**config.mk**
```make
export PLATFORM = sky130hd
export DESIGN_NAME = dsm2_frame_edge_encoder
export DESIGN_NICKNAME = d
export VERILOG_FILES = /design/src/hw/rtl/dsm2fe_pkg.sv /design/src/hw/rtl/dsm2_frame_edge_encoder.sv /design/src/hw/rtl/dsm2fe_scale.sv
export SDC_FILE = /design/constraint.sdc
export NUM_CORES = 1
export LEC_CHECK = 0
export ABC_AREA = 1
export BUFFER_PORTS_ARGS = -buffer_cell sky130_fd_sc_hd__buf_2
export CORE_MARGIN = 2
export CORE_UTILIZATION = 37
export DETAILED_ROUTE_END_ITERATION = 10
export SYNTH_ARGS = -nofsm -noshare
export SYNTH_HDL_FRONTEND = slang
export SYNTH_SLANG_ARGS = --single-unit
```
**constraint.sdc**
```tcl
create_clock -name clk -period 2.7 [get_ports clk]
set_input_delay 0.54 -clock clk [delete_from_list [all_inputs] [get_ports clk]]
set_output_delay 0.54 -clock clk [all_outputs]
set_load 0.02 [all_outputs]
```
**src/hw/rtl/dsm2fe_pkg.sv**
```systemverilog
// Shared constants and widths for the DSM2 frame edge encoder.
`timescale 1ns / 1ps

package dsm2fe_pkg;

    localparam int CHANNEL_COUNT = 6;
    localparam int BIT_TICKS     = 16;

    localparam int POS_W   = 3;
    localparam int LEN_W   = 9;
    localparam int CNT_W   = 4;
    localparam int TIME_W  = 16;
    localparam int PULSE_W = 10;
    localparam int CFG_W   = 8;

    localparam logic [TIME_W-1:0] START_TIME = 16'd100;
    localparam logic [TIME_W-1:0] CLOSE_TIME = 16'd44010;

    localparam logic [1:0] CFG_PROTOCOL_MODE = 2'd0;
    localparam logic [1:0] CFG_FLAG_BITS     = 2'd1;
    localparam logic [1:0] CFG_MODEL_ID      = 2'd2;

    localparam logic [1:0] MODE_LP45 = 2'd0;
    localparam logic [1:0] MODE_DSM2 = 2'd1;
    localparam logic [1:0] MODE_DSMX = 2'd2;

    localparam logic [7:0] HEAD_LP45 = 8'h00;
    localparam logic [7:0] HEAD_DSM2 = 8'h10;
    localparam logic [7:0] HEAD_DSMX = 8'h18;

    localparam logic [PULSE_W-1:0] PULSE_MAX    = 10'd1023;
    localparam logic [16:0]        PULSE_OFFSET = 17'd512;
    localparam logic [20:0]        SCALE_MUL    = 21'd13;

    localparam logic [1:0] BYTE_HEAD  = 2'd0;
    localparam logic [1:0] BYTE_MODEL = 2'd1;
    localparam logic [1:0] BYTE_CHAN  = 2'd2;
    localparam logic [1:0] BYTE_PULSE = 2'd3;

endpackage

```
**src/hw/rtl/dsm2_frame_edge_encoder.sv**
```systemverilog
// Top level of the DSM2 frame edge encoder: byte sequencer and edge timer.
//
// Channel   Direction  Handshake         Payload
// s_*       in         tvalid/tready     tdata[15:0] channel_value (signed)
// m_*       out        tvalid/tready     tdata[15:0] edge_time, tlast last_of_run,
//                                        tuser frame_end
// cfg_*     in         cfg_we            cfg_index register, cfg_data value
//
// Each byte passes through the load, bit and final states of the bit sequencer and one timer adder.
// The first channel of a frame also passes through the scale and start states, the others go from scale to load.
// Every cycle in which a finished beat waits on m_tready stalls the sequencer.
// Reset clears the channel position, so the next beat starts a new frame.
`timescale 1ns / 1ps

module dsm2_frame_edge_encoder
(
    input  logic        clk,
    input  logic        rst_n,
    input  logic        s_tvalid,
    output logic        s_tready,
    input  logic [15:0] s_tdata,   // [15:0] channel_value
    output logic        m_tvalid,
    input  logic        m_tready,
    output logic [15:0] m_tdata,   // [15:0] edge_time
    output logic        m_tlast,
    output logic        m_tuser,   // [0] frame_end
    input  logic        cfg_we,
    input  logic [1:0]  cfg_index,
    input  logic [7:0]  cfg_data
);

    localparam logic [2:0] ST_IDLE  = 3'd0;
    localparam logic [2:0] ST_SCALE = 3'd1;
    localparam logic [2:0] ST_START = 3'd2;
    localparam logic [2:0] ST_LOAD  = 3'd3;
    localparam logic [2:0] ST_BIT   = 3'd4;
    localparam logic [2:0] ST_FINAL = 3'd5;

    localparam int POS_W  = dsm2fe_pkg::POS_W;
    localparam int LEN_W  = dsm2fe_pkg::LEN_W;
    localparam int CNT_W  = dsm2fe_pkg::CNT_W;
    localparam int TIME_W = dsm2fe_pkg::TIME_W;

    logic [2:0]        state_reg, state_next;
    logic [1:0]        mode_reg;
    logic [7:0]        flag_reg;
    logic [7:0]        model_reg;
    logic [POS_W-1:0]  pos_reg, pos_next;
    logic [POS_W-1:0]  cur_pos_reg, cur_pos_next;
    logic [TIME_W-1:0] time_reg, time_next;
    logic              parity_reg, parity_next;
    logic [1:0]        byte_idx_reg, byte_idx_next;
    logic [7:0]        shift_reg, shift_next;
    logic              lev_reg, lev_next;
    logic [LEN_W-1:0]  len_reg, len_next;
    logic [CNT_W-1:0]  bit_reg, bit_next;
    logic              out_valid_reg, out_valid_next;
    logic [TIME_W-1:0] out_time_reg, out_time_next;
    logic              out_last_reg, out_last_next;
    logic              out_end_reg, out_end_next;

    logic                               accept;
    logic                               advance;
    logic [dsm2fe_pkg::PULSE_W-1:0]     pulse;
    logic [7:0]                         head;
    logic [7:0]                         byte_sel;
    logic [LEN_W-1:0]                   edge_len;
    logic [TIME_W-1:0]                  edge_sum;
    logic [POS_W:0]                     pos_inc;

    assign accept  = s_tvalid && s_tready;
    assign advance = !out_valid_reg || m_tready;

    dsm2fe_scale u_scale
    (
        .clk    (clk),
        .load   (accept),
        .sample ($signed(s_tdata)),
        .pulse  (pulse)
    );

    always_ff @(posedge clk or negedge rst_n)
    begin
        if (!rst_n)
        begin
            mode_reg  <= dsm2fe_pkg::MODE_DSMX;
            flag_reg  <= '0;
            model_reg <= '0;
        end
        else if (cfg_we)
        begin
            case (cfg_index)
                dsm2fe_pkg::CFG_PROTOCOL_MODE: mode_reg  <= cfg_data[1:0];
                dsm2fe_pkg::CFG_FLAG_BITS:     flag_reg  <= cfg_data;
                dsm2fe_pkg::CFG_MODEL_ID:      model_reg <= cfg_data;
                default:                       ;
            endcase
        end
    end

    always_comb
    begin
        case (mode_reg)
            dsm2fe_pkg::MODE_LP45: head = dsm2fe_pkg::HEAD_LP45;
            dsm2fe_pkg::MODE_DSM2: head = dsm2fe_pkg::HEAD_DSM2;
            default:               head = dsm2fe_pkg::HEAD_DSMX;
        endcase
    end

    always_comb
    begin
        case (byte_idx_reg)
            dsm2fe_pkg::BYTE_HEAD:  byte_sel = head | flag_reg;
            dsm2fe_pkg::BYTE_MODEL: byte_sel = model_reg;
            dsm2fe_pkg::BYTE_CHAN:  byte_sel = 8'({cur_pos_reg, pulse[9:8]});
            default:                byte_sel = pulse[7:0];
        endcase
    end

    // The stop bits lengthen the closing edge of each character by one bit.
    assign edge_len = (state_reg == ST_FINAL) ? LEN_W'(len_reg + LEN_W'(dsm2fe_pkg::BIT_TICKS))
                                              : len_reg;
    assign edge_sum = time_reg + TIME_W'(edge_len) + (parity_reg ? 16'd2 : 16'hFFFE);
    assign pos_inc  = {1'b0, cur_pos_reg} + (POS_W+1)'(1);

    always_comb
    begin
        state_next     = state_reg;
        pos_next       = pos_reg;
        cur_pos_next   = cur_pos_reg;
        time_next      = time_reg;
        parity_next    = parity_reg;
        byte_idx_next  = byte_idx_reg;
        shift_next     = shift_reg;
        lev_next       = lev_reg;
        len_next       = len_reg;
        bit_next       = bit_reg;
        out_valid_next = out_valid_reg && !m_tready;
        out_time_next  = out_time_reg;
        out_last_next  = out_last_reg;
        out_end_next   = out_end_reg;

        case (state_reg)
            ST_IDLE:
            begin
                if (s_tvalid)
                begin
                    cur_pos_next = (32'(pos_reg) >= dsm2fe_pkg::CHANNEL_COUNT) ? '0 : pos_reg;
                    state_next   = ST_SCALE;
                end
            end
            ST_SCALE:
            begin
                if (cur_pos_reg == '0)
                begin
                    state_next = ST_START;
                end
                else
                begin
                    byte_idx_next = dsm2fe_pkg::BYTE_CHAN;
                    state_next    = ST_LOAD;
                end
            end
            ST_START:
            begin
                if (advance)
                begin
                    out_valid_next = 1'b1;
                    out_time_next  = dsm2fe_pkg::START_TIME;
                    out_last_next  = 1'b0;
                    out_end_next   = 1'b0;
                    time_next      = dsm2fe_pkg::START_TIME;
                    parity_next    = 1'b1;
                    byte_idx_next  = dsm2fe_pkg::BYTE_HEAD;
                    state_next     = ST_LOAD;
                end
            end
            ST_LOAD:
            begin
                shift_next = byte_sel;
                lev_next   = 1'b0;
                len_next   = LEN_W'(dsm2fe_pkg::BIT_TICKS);
                bit_next   = '0;
                state_next = ST_BIT;
            end
            ST_BIT:
            begin
                if (advance)
                begin
                    if (shift_reg[0] != lev_reg)
                    begin
                        out_valid_next = 1'b1;
                        out_time_next  = edge_sum;
                        out_last_next  = 1'b0;
                        out_end_next   = 1'b0;
                        time_next      = edge_sum;
                        parity_next    = !parity_reg;
                        len_next       = LEN_W'(dsm2fe_pkg::BIT_TICKS);
                        lev_next       = shift_reg[0];
                    end
                    else
                    begin
                        len_next = LEN_W'(len_reg + LEN_W'(dsm2fe_pkg::BIT_TICKS));
                    end
                    shift_next = {1'b1, shift_reg[7:1]};
                    if (bit_reg == CNT_W'(8))
                    begin
                        state_next = ST_FINAL;
                    end
                    else
                    begin
                        bit_next = bit_reg + CNT_W'(1);
                    end
                end
            end
            ST_FINAL:
            begin
                if (advance)
                begin
                    out_valid_next = 1'b1;
                    out_time_next  = edge_sum;
                    out_last_next  = 1'b0;
                    out_end_next   = 1'b0;
                    time_next      = edge_sum;
                    parity_next    = !parity_reg;
                    if (byte_idx_reg == dsm2fe_pkg::BYTE_PULSE)
                    begin
                        out_last_next = 1'b1;
                        if (32'(pos_inc) >= dsm2fe_pkg::CHANNEL_COUNT)
                        begin
                            out_time_next = dsm2fe_pkg::CLOSE_TIME;
                            out_end_next  = 1'b1;
                            pos_next      = '0;
                        end
                        else
                        begin
                            pos_next = pos_inc[POS_W-1:0];
                        end
                        state_next = ST_IDLE;
                    end
                    else
                    begin
                        byte_idx_next = byte_idx_reg + 2'd1;
                        state_next    = ST_LOAD;
                    end
                end
            end
            default:
            begin
                state_next = ST_IDLE;
            end
        endcase
    end

    always_ff @(posedge clk or negedge rst_n)
    begin
        if (!rst_n)
        begin
            state_reg     <= ST_IDLE;
            pos_reg       <= '0;
            time_reg      <= '0;
            parity_reg    <= 1'b1;
            out_valid_reg <= 1'b0;
        end
        else
        begin
            state_reg     <= state_next;
            pos_reg       <= pos_next;
            time_reg      <= time_next;
            parity_reg    <= parity_next;
            out_valid_reg <= out_valid_next;
        end
    end

    always_ff @(posedge clk)
    begin
        cur_pos_reg  <= cur_pos_next;
        byte_idx_reg <= byte_idx_next;
        shift_reg    <= shift_next;
        lev_reg      <= lev_next;
        len_reg      <= len_next;
        bit_reg      <= bit_next;
        out_time_reg <= out_time_next;
        out_last_reg <= out_last_next;
        out_end_reg  <= out_end_next;
    end

    assign s_tready = (state_reg == ST_IDLE);
    assign m_tvalid = out_valid_reg;
    assign m_tdata  = out_time_reg;
    assign m_tlast  = out_last_reg;
    assign m_tuser  = out_end_reg;

`ifndef SYNTHESIS
    a_end_is_last: assert property (@(posedge clk) disable iff (!rst_n)
        m_tvalid && m_tuser |-> m_tlast)
        else $error("frame end beat without last_of_run");

    a_end_time: assert property (@(posedge clk) disable iff (!rst_n)
        m_tvalid && m_tuser |-> m_tdata == dsm2fe_pkg::CLOSE_TIME)
        else $error("frame end beat with wrong edge time");

    a_busy_after_accept: assert property (@(posedge clk) disable iff (!rst_n)
        s_tvalid && s_tready |=> !s_tready)
        else $error("input taken again while an item is in work");

    a_start_beat: assert property (@(posedge clk) disable iff (!rst_n)
        state_reg == ST_START && advance |=> m_tvalid && m_tdata == dsm2fe_pkg::START_TIME)
        else $error("frame start beat missing");
`endif

endmodule

```
**src/hw/rtl/dsm2fe_scale.sv**
```systemverilog
// Channel scaler: pulse = clamp(floor(x * 13 / 32) + 512, 0, 1023).
`timescale 1ns / 1ps

module dsm2fe_scale
(
    input  logic                               clk,
    input  logic                               load,
    input  logic signed [15:0]                 sample,
    output logic        [dsm2fe_pkg::PULSE_W-1:0] pulse
);

    logic signed [20:0] prod_reg;
    logic signed [20:0] prod_next;
    logic signed [16:0] offset_sum;

    assign prod_next = 21'(sample) * $signed(dsm2fe_pkg::SCALE_MUL);

    always_ff @(posedge clk)
    begin
        if (load)
        begin
            prod_reg <= prod_next;
        end
    end

    // The top sixteen bits of the product are the floored quotient by 32.
    assign offset_sum = {prod_reg[20], prod_reg[20:5]} + $signed(dsm2fe_pkg::PULSE_OFFSET);

    always_comb
    begin
        if (offset_sum < 0)
        begin
            pulse = '0;
        end
        else if (offset_sum > 17'sd1023)
        begin
            pulse = dsm2fe_pkg::PULSE_MAX;
        end
        else
        begin
            pulse = offset_sum[dsm2fe_pkg::PULSE_W-1:0];
        end
    end

endmodule
```
### Word level (Yosys, flattened, before mapping)

Cells that the tools add are included.

| cells by class | value |
|---|---|
| equal/unequal tests | 22 |
| multiply operators | 1 |
| $lt $le $gt $ge | 4 |
| bitwise operators | 1 |
| muxes and demuxes | 59 |
| add/sub/neg operators | 7 |
| reduce and logical (&&, ||, !) cells | 26 |

Operators by type and width:

| kind | number |
|---|---|
| two-way mux 16 bit | 8 |
| one-hot mux 16 bit (3 select lines) | 2 |
| two-way mux 9 bit | 3 |
| one-hot mux 8 bit (3 select lines) | 1 |
| multiplier 16 x 5 -> 21 bit (second input constant) | 1 |
| two-way mux 10 bit | 2 |
| two-way mux 1 bit | 18 |
| two-way mux 3 bit | 6 |
| != test 2 bit (second input constant) | 9 |
| one-hot mux 3 bit (6 select lines) | 1 |
| one-hot mux 9 bit (2 select lines) | 1 |
| adder 16 x 11 -> 17 bit (second input constant) | 1 |
| > comparator 17 x 11 -> 1 bit (second input constant) | 1 |
| < comparator 17 x 1 -> 1 bit (second input constant) | 1 |
| adder 16 bit | 1 |
| adder 16 x 9 -> 16 bit | 1 |
| one-hot mux 8 bit (2 select lines) | 1 |
| AND reduction 5 bit | 3 |
| two-way mux 2 bit | 5 |
| one-hot mux 5 bit (2 select lines) | 1 |
| AND reduction 2 bit | 5 |
| adder 9 x 5 -> 9 bit (second input constant) | 1 |
| one-hot mux 1 bit (3 select lines) | 3 |
| AND reduction 3 bit | 3 |
| 26 further kinds | 41 |

| storage, ports and cells | value |
|---|---|
| flip-flop bits (word level) | 108 |
| word-level logic and storage cells | 138 |
| output and inout bits | 20 |
| input bits | 31 |

### Longest topological paths before layout

Gate-level depths: netlist of run 1.

| logic depth | value |
|---|---|
| word-level depth | 8 |
| depth in mapped cells | 17 |
| mapped depth without buffers | 17 |

### Hierarchy

Synthesis of run 1 repeated with hierarchy kept, for this count alone.

| second synthesis, totals | value |
|---|---|
| cell total of the unflattened synthesis | 911 |
| area total of the unflattened synthesis | 7599.8 µm² |

Modules (own cells, without submodules):

| module | instances | area an instance (µm²) | cells an instance | sequential area each (µm²) |
|---|---|---|---|---|
| dsm2_frame_edge_encoder | 1 | 5122.4 | 586 | 2404.8 |
| dsm2fe_scale | 1 | 2477.4 | 325 | 480.5 |

### Least setup slack after synthesis of run 1

Ideal clock, no wire load.

| timing | value |
|---|---|
| kind | input to register |
| from | input s_tdata[13] |
| to | register u_scale.prod_reg[20] (data pin) |
| setup slack | -359 ps |
| data required time | 2442 ps |
| buffers on the path | 0 |
| stages | 11 |
| setup time | 258 ps |
| arrival | 2801 ps |
| cells stage by stage | ha_1 fa_1 inv_1 fa_1 inv_1 ha_1 nand2_1 nor4_1 nand4_1 nand3_1 xor2_1 |

| between the ends | value |
|---|---|
| cells in the longest elaborated chain, start to end | 1 |

Ends and longest elaborated chain:

| what | RTL line | text |
|---|---|---|
| start, declared | dsm2_frame_edge_encoder.sv:21 | `input logic [15:0] s_tdata,` |
| multiplier 16 x 5 -> 21 bit | dsm2fe_scale.sv:16 | `assign prod_next = 21'(sample) * $signed(dsm2fe_pkg::SCALE_MUL);` |
| named net u_scale.prod_next[20] | dsm2fe_scale.sv:13 | `logic signed [20:0] prod_next;` |
| end signal, assigned | dsm2fe_scale.sv:22 | `prod_reg <= prod_next;` |
| end, declared | dsm2fe_scale.sv:12 | `logic signed [20:0] prod_reg;` |

The timed path passes the listed nets, and every way through them passes these cells.
A chain may end at the register's enable or synchronous reset.

### Final worst setup path of run 1

| timing | value |
|---|---|
| from | register len_reg[4] |
| to | register out_time_reg[14], in the netlist m_tdata[14] (data pin) |

| between the ends | value |
|---|---|
| cells in the longest elaborated chain, start to end | 8 |
| elaborated cells between the ends (all ways) | 10 |
| classes of those cells | add/sub (3); mux (7) |

Ends and longest elaborated chain:

| what | RTL line | text |
|---|---|---|
| start, declared | dsm2_frame_edge_encoder.sv:55 | `logic [LEN_W-1:0] len_reg, len_next;` |
| start signal, assigned | dsm2_frame_edge_encoder.sv:281 | `len_reg <= len_next;` |
| adder 9 x 5 -> 9 bit | dsm2_frame_edge_encoder.sv:121 | `assign edge_len = (state_reg == ST_FINAL) ? LEN_W'(len_reg + LEN_W'(dsm2fe_pkg::BIT_TICKS))` |
| two-way mux 9 bit * | dsm2_frame_edge_encoder.sv:121 |  |
| adder 16 x 9 -> 16 bit * | dsm2_frame_edge_encoder.sv:123 | `assign edge_sum = time_reg + TIME_W'(edge_len) + (parity_reg ? 16'd2 : 16'hFFFE);` |
| adder 16 bit * | dsm2_frame_edge_encoder.sv:123 |  |
| two-way mux 16 bit | dsm2_frame_edge_encoder.sv:229 | `if (32'(pos_inc) >= dsm2fe_pkg::CHANNEL_COUNT)` |
| two-way mux 16 bit | dsm2_frame_edge_encoder.sv:226 | `if (byte_idx_reg == dsm2fe_pkg::BYTE_PULSE)` |
| two-way mux 16 bit | dsm2_frame_edge_encoder.sv:218 | `if (advance)` |
| one-hot mux 16 bit (3 select lines) * | dsm2_frame_edge_encoder.sv:143 | `case (state_reg)` |
| named net out_time_next[14] | dsm2_frame_edge_encoder.sv:58 | `logic [TIME_W-1:0] out_time_reg, out_time_next;` |
| end signal, assigned | dsm2_frame_edge_encoder.sv:283 | `out_time_reg <= out_time_next;` |
| end, declared | dsm2_frame_edge_encoder.sv:58 |  |

Mark *: on every way through the listed nets, which the timed path passes. The rest lies on a longest branch. The select of a mux whose other input is x is not followed.

==> results.cfg, run 1 <==
[worst_setup_path]
arrival_ns = 3.05
timing.reg2reg.worst_path_depth = 16
r2r_slack_ns = -0.23
worstPathMaxFanout = 4
rr_endpoint = m_tdata[14]$_DFFE_PP_
start_kind = flip-flop
crit_type = flip-flop to flip-flop
reg2reg_from = len_reg[4]$_SDFFCE_PP1P_
end_kind = flip-flop
crit_required_ns = 2.82

[synthesis]
syn_inst = 886
netlist_area_um2 = 7520
synth-seq-cells = 103
yosysUniqueCellTypes = 45
synth.avg_cell_area_um2 = 8.48
synthArstFlopShare_pct = 40.8
ys_seq_area_share_pct = 38.4
yosys_most_used_dff = edfxtp_1
ys_warn_count = 0
synth_fp_nets = 1020
synth_edf_count = 61

[cells_and_area]
syn_to_final_growth_pct = 34.0
drive_above_1_share_pct = 33.2
finalNetCount = 1173
final_area_um2 = 10100
num_antenna_cells = 0

[clock_network]
postCtsHoldBufs = 0
numCtsBuffers = 9
worst_skew_pair.late_latency_ns = 0.36
cts_sinks = 103
cts-root-buf = clkbuf_16
clkTransAtPathRegs_ns = 0.07
htree_levels = 3
tritoncts = yes
clk_path_buf_depth = 2

[placement]
dp_slack_ns = -0.406
hpwl_um = 12900
io_buffers = 50
gp_congestion = 0.863
dpl-instance-area_um2 = 9190

[floorplan]
die_h_um = 147
start_util_pct = 37.4
pin_count = 51
rows = 52
die_w_um = 147
core_area_um2 = 20100
die_area_um2 = 21500

[run]
cap_violations = 0

[timing]
fin_crit_sh_pct = 109
setup-tns-final_ns = -1.73
finalSetupViolCount = 16
finalWorstSetupSlack_ns = -0.231
maxSlewHeadroom_pct = 56.4
post-route-min-period_ns = 2.93
skew_ns = 0.0100
fmax_mhz = 341
slew_violations = 0
rsz0062_at_grt = yes
tightest_slew_ns = 0.648
hold_violations = 0

[drt]
drt-total-wl_um = 16700
viasPerCell = 4.72
ant_nets = 0
drt-initial-drc-count = 260
dr.pass1.iters = 5
vias = 6205
route.detailed.drc = 0
wl_per_cell_um = 12.7

[grt]
antenna_found_initial = 0
grt_use_total_pct = 16.1
grt_pass1_wl_um = 28100
gr-total-overflow = 0
grt_max_degree = 43
grt_pass1_vias = 6174

[status]
status = finished, violations left
violations = negative setup slack

[pwr]
peakVddDrop_v = 0.000561
p_leak_nw = 4.77
p_per_area_nw_per_um2 = 1240
power_mw = 12.5

[min_path]
hold_path.class = primary input to asynchronous set/reset pin
==> what timing repair did <==
item | CTS | global route
setup buffers | 13 | 3
pin swaps | 27 | 26
setup endpoints to repair | 24 | 30
resized for setup | 50 | 74
==> per-stage QoR <==
stage	util [%]	instances	hold slack (ns)
after floorplan	-	886	0.244
after global placement	45.7	1282	0.460
after detailed placement	45.7	1282	0.472
after CTS	48.6	1311	0.282
after global routing	50.1	1314	0.315
final	50.1	1314	0.264
==> Yosys cell counts, drive strengths merged, types with 3 or more instances <==
library cell    n  area, µm²
nand2         175        674
inv           170        646
ha             80       1000
nor2           79        325
o21ai          77        415
edfxtp         61       1830
nand3          47        240
a21oi          45        225
dfrtp          40       1000
fa             23        460
xor2           17        149
nand4           9       56.3
xnor2           9       78.8
buf             7       58.8
clkbuf          6       22.5
a22o            5       43.8
a31oi           5       31.3
nor3            5       25.0
o21bai          4       33.8
or2             4       25.0
o22ai           3       18.8
==> layout make-up <==
type                       count  area (µm²)
clock buffer                  13         250
clock inverter                 3        42.5
fill                        1879       10000
inverter                     170         646
multi-input combinational    600        4820
sequential                   103        2890
tap                          270         338
timing repair buffer         155        1090
==> kinds of logic (layout without fill, tap and decap cells) <==
| group | Yosys count | in the layout | synth area share [%] |
|---|---|---|---|
| and+or+nand+nor | 322 | 322 | 18.2 |
| adders and majority gates | 103 | 103 | 19.4 |
| AOI/OAI and AO/OA | 149 | 149 | 11.3 |
| xor gates and xnor gates | 26 | 26 | 3.03 |
| DFF | 103 | 103 | 38.4 |
| buffers and inverters | 183 | 341 | 9.67 |
==> cell usage in the layout (no fill, tap or decap), drive strengths merged, types with 5 or more instances in the layout <==
master / n
inv: 170
nor3: 5
xnor2: 9
o21ai: 77
a21oi: 45
edfxtp: 61
nor2: 79
nand4: 9
dfrtp: 40
nand2: 175
a22o: 5
nand3: 47
clkbuf: 14
buf: 154
xor2: 17
ha: 80
fa: 23
a31oi: 5
==> report_power, final <==
part	switching [mW]	total (mW)	internal (mW)
Clock	0.560	1.30	0.744
Sequential	0.273	2.69	2.42
Combinational	4.77	8.53	3.75
==> worst max-delay path, cell delays in order (launching register included) <==
cell	delay [ns]
edfxtp_1	0.38
ha_2	0.21
nand3_2	0.11
xor2_2	0.17
nand2_1	0.08
o21ai_2	0.08
fa_1	0.52
inv_2	0.05
ha_4	0.30
nand2_2	0.09
nor2_1	0.16
nand2_1	0.10
o21ai_2	0.17
buf_4	0.13
nand2_1	0.06
nand2_1	0.07
nor2_1	0.03
==> how the worst max path moves through the flow <==
| stage | slack [ns] | depth (start not counted) | startpoint | end |
|---|---|---|---|---|
| after floorplan | -0.10 | 14 | s_tdata[5] | u_scale.prod_reg[19]$_DFFE_PP_ |
| after global placement | -0.38 | 12 | s_tdata[14] | u_scale.prod_reg[20]$_DFFE_PP_ |
| after detailed placement | -0.41 | 12 | s_tdata[14] | u_scale.prod_reg[20]$_DFFE_PP_ |
| after CTS | -0.17 | 15 | len_reg[4]$_SDFFCE_PP1P_ | m_tdata[11]$_DFFE_PP_ |
| after global routing | -0.42 | 16 | len_reg[4]$_SDFFCE_PP1P_ | m_tdata[14]$_DFFE_PP_ |
| final | -0.23 | 16 | len_reg[4]$_SDFFCE_PP1P_ | m_tdata[14]$_DFFE_PP_ |
==> layer usage <==
layer  wire length [µm]  track usage [%]  up-vias  part of all wire, %
met2               8720             29.9       86                   52
met5                  0                0        -                    0
met4                382             5.19        0                  2.3
met1               7200             19.2     2908                   43
met3                431             2.44       22                  2.6
li1                   -                -     3189                    -
Power figures use the tool's default switching activity.
==> inputs of run 2 (changes only) <==
- CAP_MARGIN: unset -> 20
- SYNTH_HIERARCHICAL: unset -> 1
==> results.cfg, run 2 <==
[status]
status = finished, violations left
violations = negative setup slack

[drt]
dr.pass1.iters = 4
wl_per_cell_um = 13.0
met1_length_um = 7820
route.met3.wl_um = 427
wl_met2_um = 8620
drt-total-wl_um = 17100
route.detailed.drc = 0
viasPerCell = 4.76
ant_nets = 0
highest_layer = met4
drt-initial-drc-count = 260
vias = 6275

[pwr]
p_per_area_nw_per_um2 = 1100
clkPwrFrac_pct = 11.9
seqPwrFrac_pct = 24.0
switchingPower_mw = 5.00
combPwrFrac_pct = 64.1
peakVddDrop_v = 0.000496
swShare_pct = 45.4
p_leak_nw = 4.83
cellInternalPower_mw = 6.02

[worst_setup_path]
start_kind = flip-flop
reg2reg_from = len_reg[5]$_SDFFCE_PP0P_
worstPathMaxFanout = 4
crit_type = flip-flop to flip-flop
arrival_ns = 2.88
r2r_slack_ns = -0.07
startpoint = len_reg[5]$_SDFFCE_PP0P_
end_kind = flip-flop
crit_required_ns = 2.81

[timing]
hold_violations = 0
slew_violations = 0
fmax_mhz = 361
maxSlewHeadroom_pct = 55.9
rsz0062_at_grt = yes
setup-tns-final_ns = -0.200
tightest_slew_ns = 0.656
fin_crit_sh_pct = 103
post-route-min-period_ns = 2.77
finalWorstSetupSlack_ns = -0.0724
finalSetupViolCount = 7
skew_ns = 0.0170

[synthesis]
yosysUniqueCellTypes = 44
synthArstFlopShare_pct = 40.8
ys_seq_area_share_pct = 38.0
yosys_most_used_dff = edfxtp_1
synth_commonest_cells = nand2_1 (213), inv_1 (176), ha_1 (80)
synth_top_area_share_pct = 24.1
synth_fp_nets = 1045
ys_warn_count = 6
netlist_area_um2 = 7600
synth_edf_count = 61
yosysTopAreaCell = edfxtp_1
synth.most_common_cell = nand2_1
syn_inst = 911
synthTopCellsByArea = edfxtp_1 (24%), dfrtp_1 (13%), ha_1 (13%), nand2_1 (11%), inv_1 (8.7%)
synth.avg_cell_area_um2 = 8.34
synth-seq-cells = 103

[grt]
antenna_found_initial = 0
grt_pass1_vias = 6114
gr-total-overflow = 0
grt_pass1_wl_um = 28300
grt_use_total_pct = 16.0
grt_max_degree = 29

[floorplan]
pin_count = 51
die_area_um2 = 21700
start_util_pct = 37.7
core_area_um2 = 20200
rows = 52
die_w_um = 147
die_h_um = 147

[placement]
hpwl_um = 12800
io_buffers = 50
gp_congestion = 0.880

[clock_network]
cts_sinks = 103
worst_skew_pair.late_latency_ns = 0.36
clk_path_buf_depth = 2
numCtsBuffers = 9
htree_levels = 3
postCtsHoldBufs = 0
clkTransAtPathRegs_ns = 0.08
cts-root-buf = clkbuf_16
tritoncts = yes

[cells_and_area]
syn_to_final_growth_pct = 31.7
finalNetCount = 1177
final_cell_mix = nand2_1 (162), inv_1 (151), buf_4 (81), edfxtp_1 (61), o21ai_0 (49)
post-route-util_pct = 49.6
num_antenna_cells = 0
layout_commonest_cell = nand2_1
drive_above_1_share_pct = 32.5

[run]
cap_violations = 0

[min_path]
hold_path.class = primary input to asynchronous set/reset pin
run 2: cell types whose count changed after synthesis, sizes merged, moves of 12 or more:
cell,previous run,this run
inv,170,185
nand2,175,220
nor2,79,64
o21ai,77,65
run 2: power by group through the flow:
stage | clock network, mW | logic (mW) | registers (mW)
5_1_grt | 1.41 | 7.86 | 2.70
3_3_place_gp | 0 | 5.81 | 2.66
3_5_place_dp | 0 | 5.88 | 2.66
4_1_cts | 1.35 | 6.18 | 2.64
2_1_floorplan | 0 | 4.01 | 2.77
6_report | 1.31 | 7.07 | 2.64
run 2: routing by layer:
layer	vias to the layer above	track usage [%]
met5	-	0
met4	0	3.94
met3	16	2.73
met2	94	28.3
met1	2969	20.5
li1	3196	-
run 2: area by class of cell:
class                   instances  area (µm²)
multi-input cells             612        4870
clock inverters                 7        70.1
well taps                     270         338
flip-flops and latches        103        2890
fillers                      1943       10200
clock buffers                   9         225
repair buffers                131         911
inverters                     186         708
run 2: what timing repair did:
| item | CTS | global route |
|---|---|---|
| setup endpoints to repair | 14 | 27 |
| resized for setup | 16 | 126 |
| setup buffers | 7 | 6 |
| cloned | 0 | 0 |
| pin swaps | 9 | 71 |
run 2: worst paths after layout:
| path | to | cells past startpoint |
|---|---|---|
| hold reg to reg | flag_reg[3]$_DFFE_PN0P_ | 2 |
| min in group clk | mode_reg[1]$_DFFE_PN1P_ | 3 |
| max in group asynchronous | mode_reg[1]$_DFFE_PN1P_ | 2 |
| setup / recovery | m_tdata[14]$_DFFE_PP_ | 17 |
| hold / removal | time_reg[12]$_DFFE_PN0P_ | 1 |
| setup reg to reg | m_tdata[14]$_DFFE_PP_ | 17 |
run 2: metrics by stage:
stage | instance area [µm²] | hold slack [ns] | setup WS, ns | power [mW] | cells
3_5_place_dp | 9120 | 0.471 | -0.320 | 8.55 | 1289
3_3_place_gp | 9120 | 0.461 | -0.279 | 8.46 | 1289
5_1_grt | 10000 | 0.150 | -0.227 | 12.0 | 1318
6_report | 10000 | 0.127 | -0.0724 | 11.0 | 1318
4_1_cts | 9520 | 0.129 | -0.0416 | 10.2 | 1312
2_1_floorplan | 8070 | 0.244 | 0.000327 | 6.78 | 911
run 2: critical path: stages, from the launching register on:
cell	delay, ns
edfxtp_1	0.41
ha_2	0.22
buf_6	0.13
xnor2_4	0.11
nand2_1	0.07
o21ai_2	0.06
fa_1	0.49
inv_2	0.04
ha_4	0.30
nand2_4	0.07
inv_4	0.06
buf_6	0.09
and3_4	0.18
nand2_2	0.06
nand2_2	0.07
nand2_2	0.06
nand2_1	0.06
nor2_1	0.04
run 2: cell families after synthesis:
logic type,after synthesis,synth area share [%]
flip-flops,103,38.0
XOR/XNOR,19,2.19
adder cells (fa/ha/maj),103,19.2
AND/OR/NAND/NOR,363,21.3
buffers and inverters,196,9.96
AO/OA/AOI/OAI,127,9.38
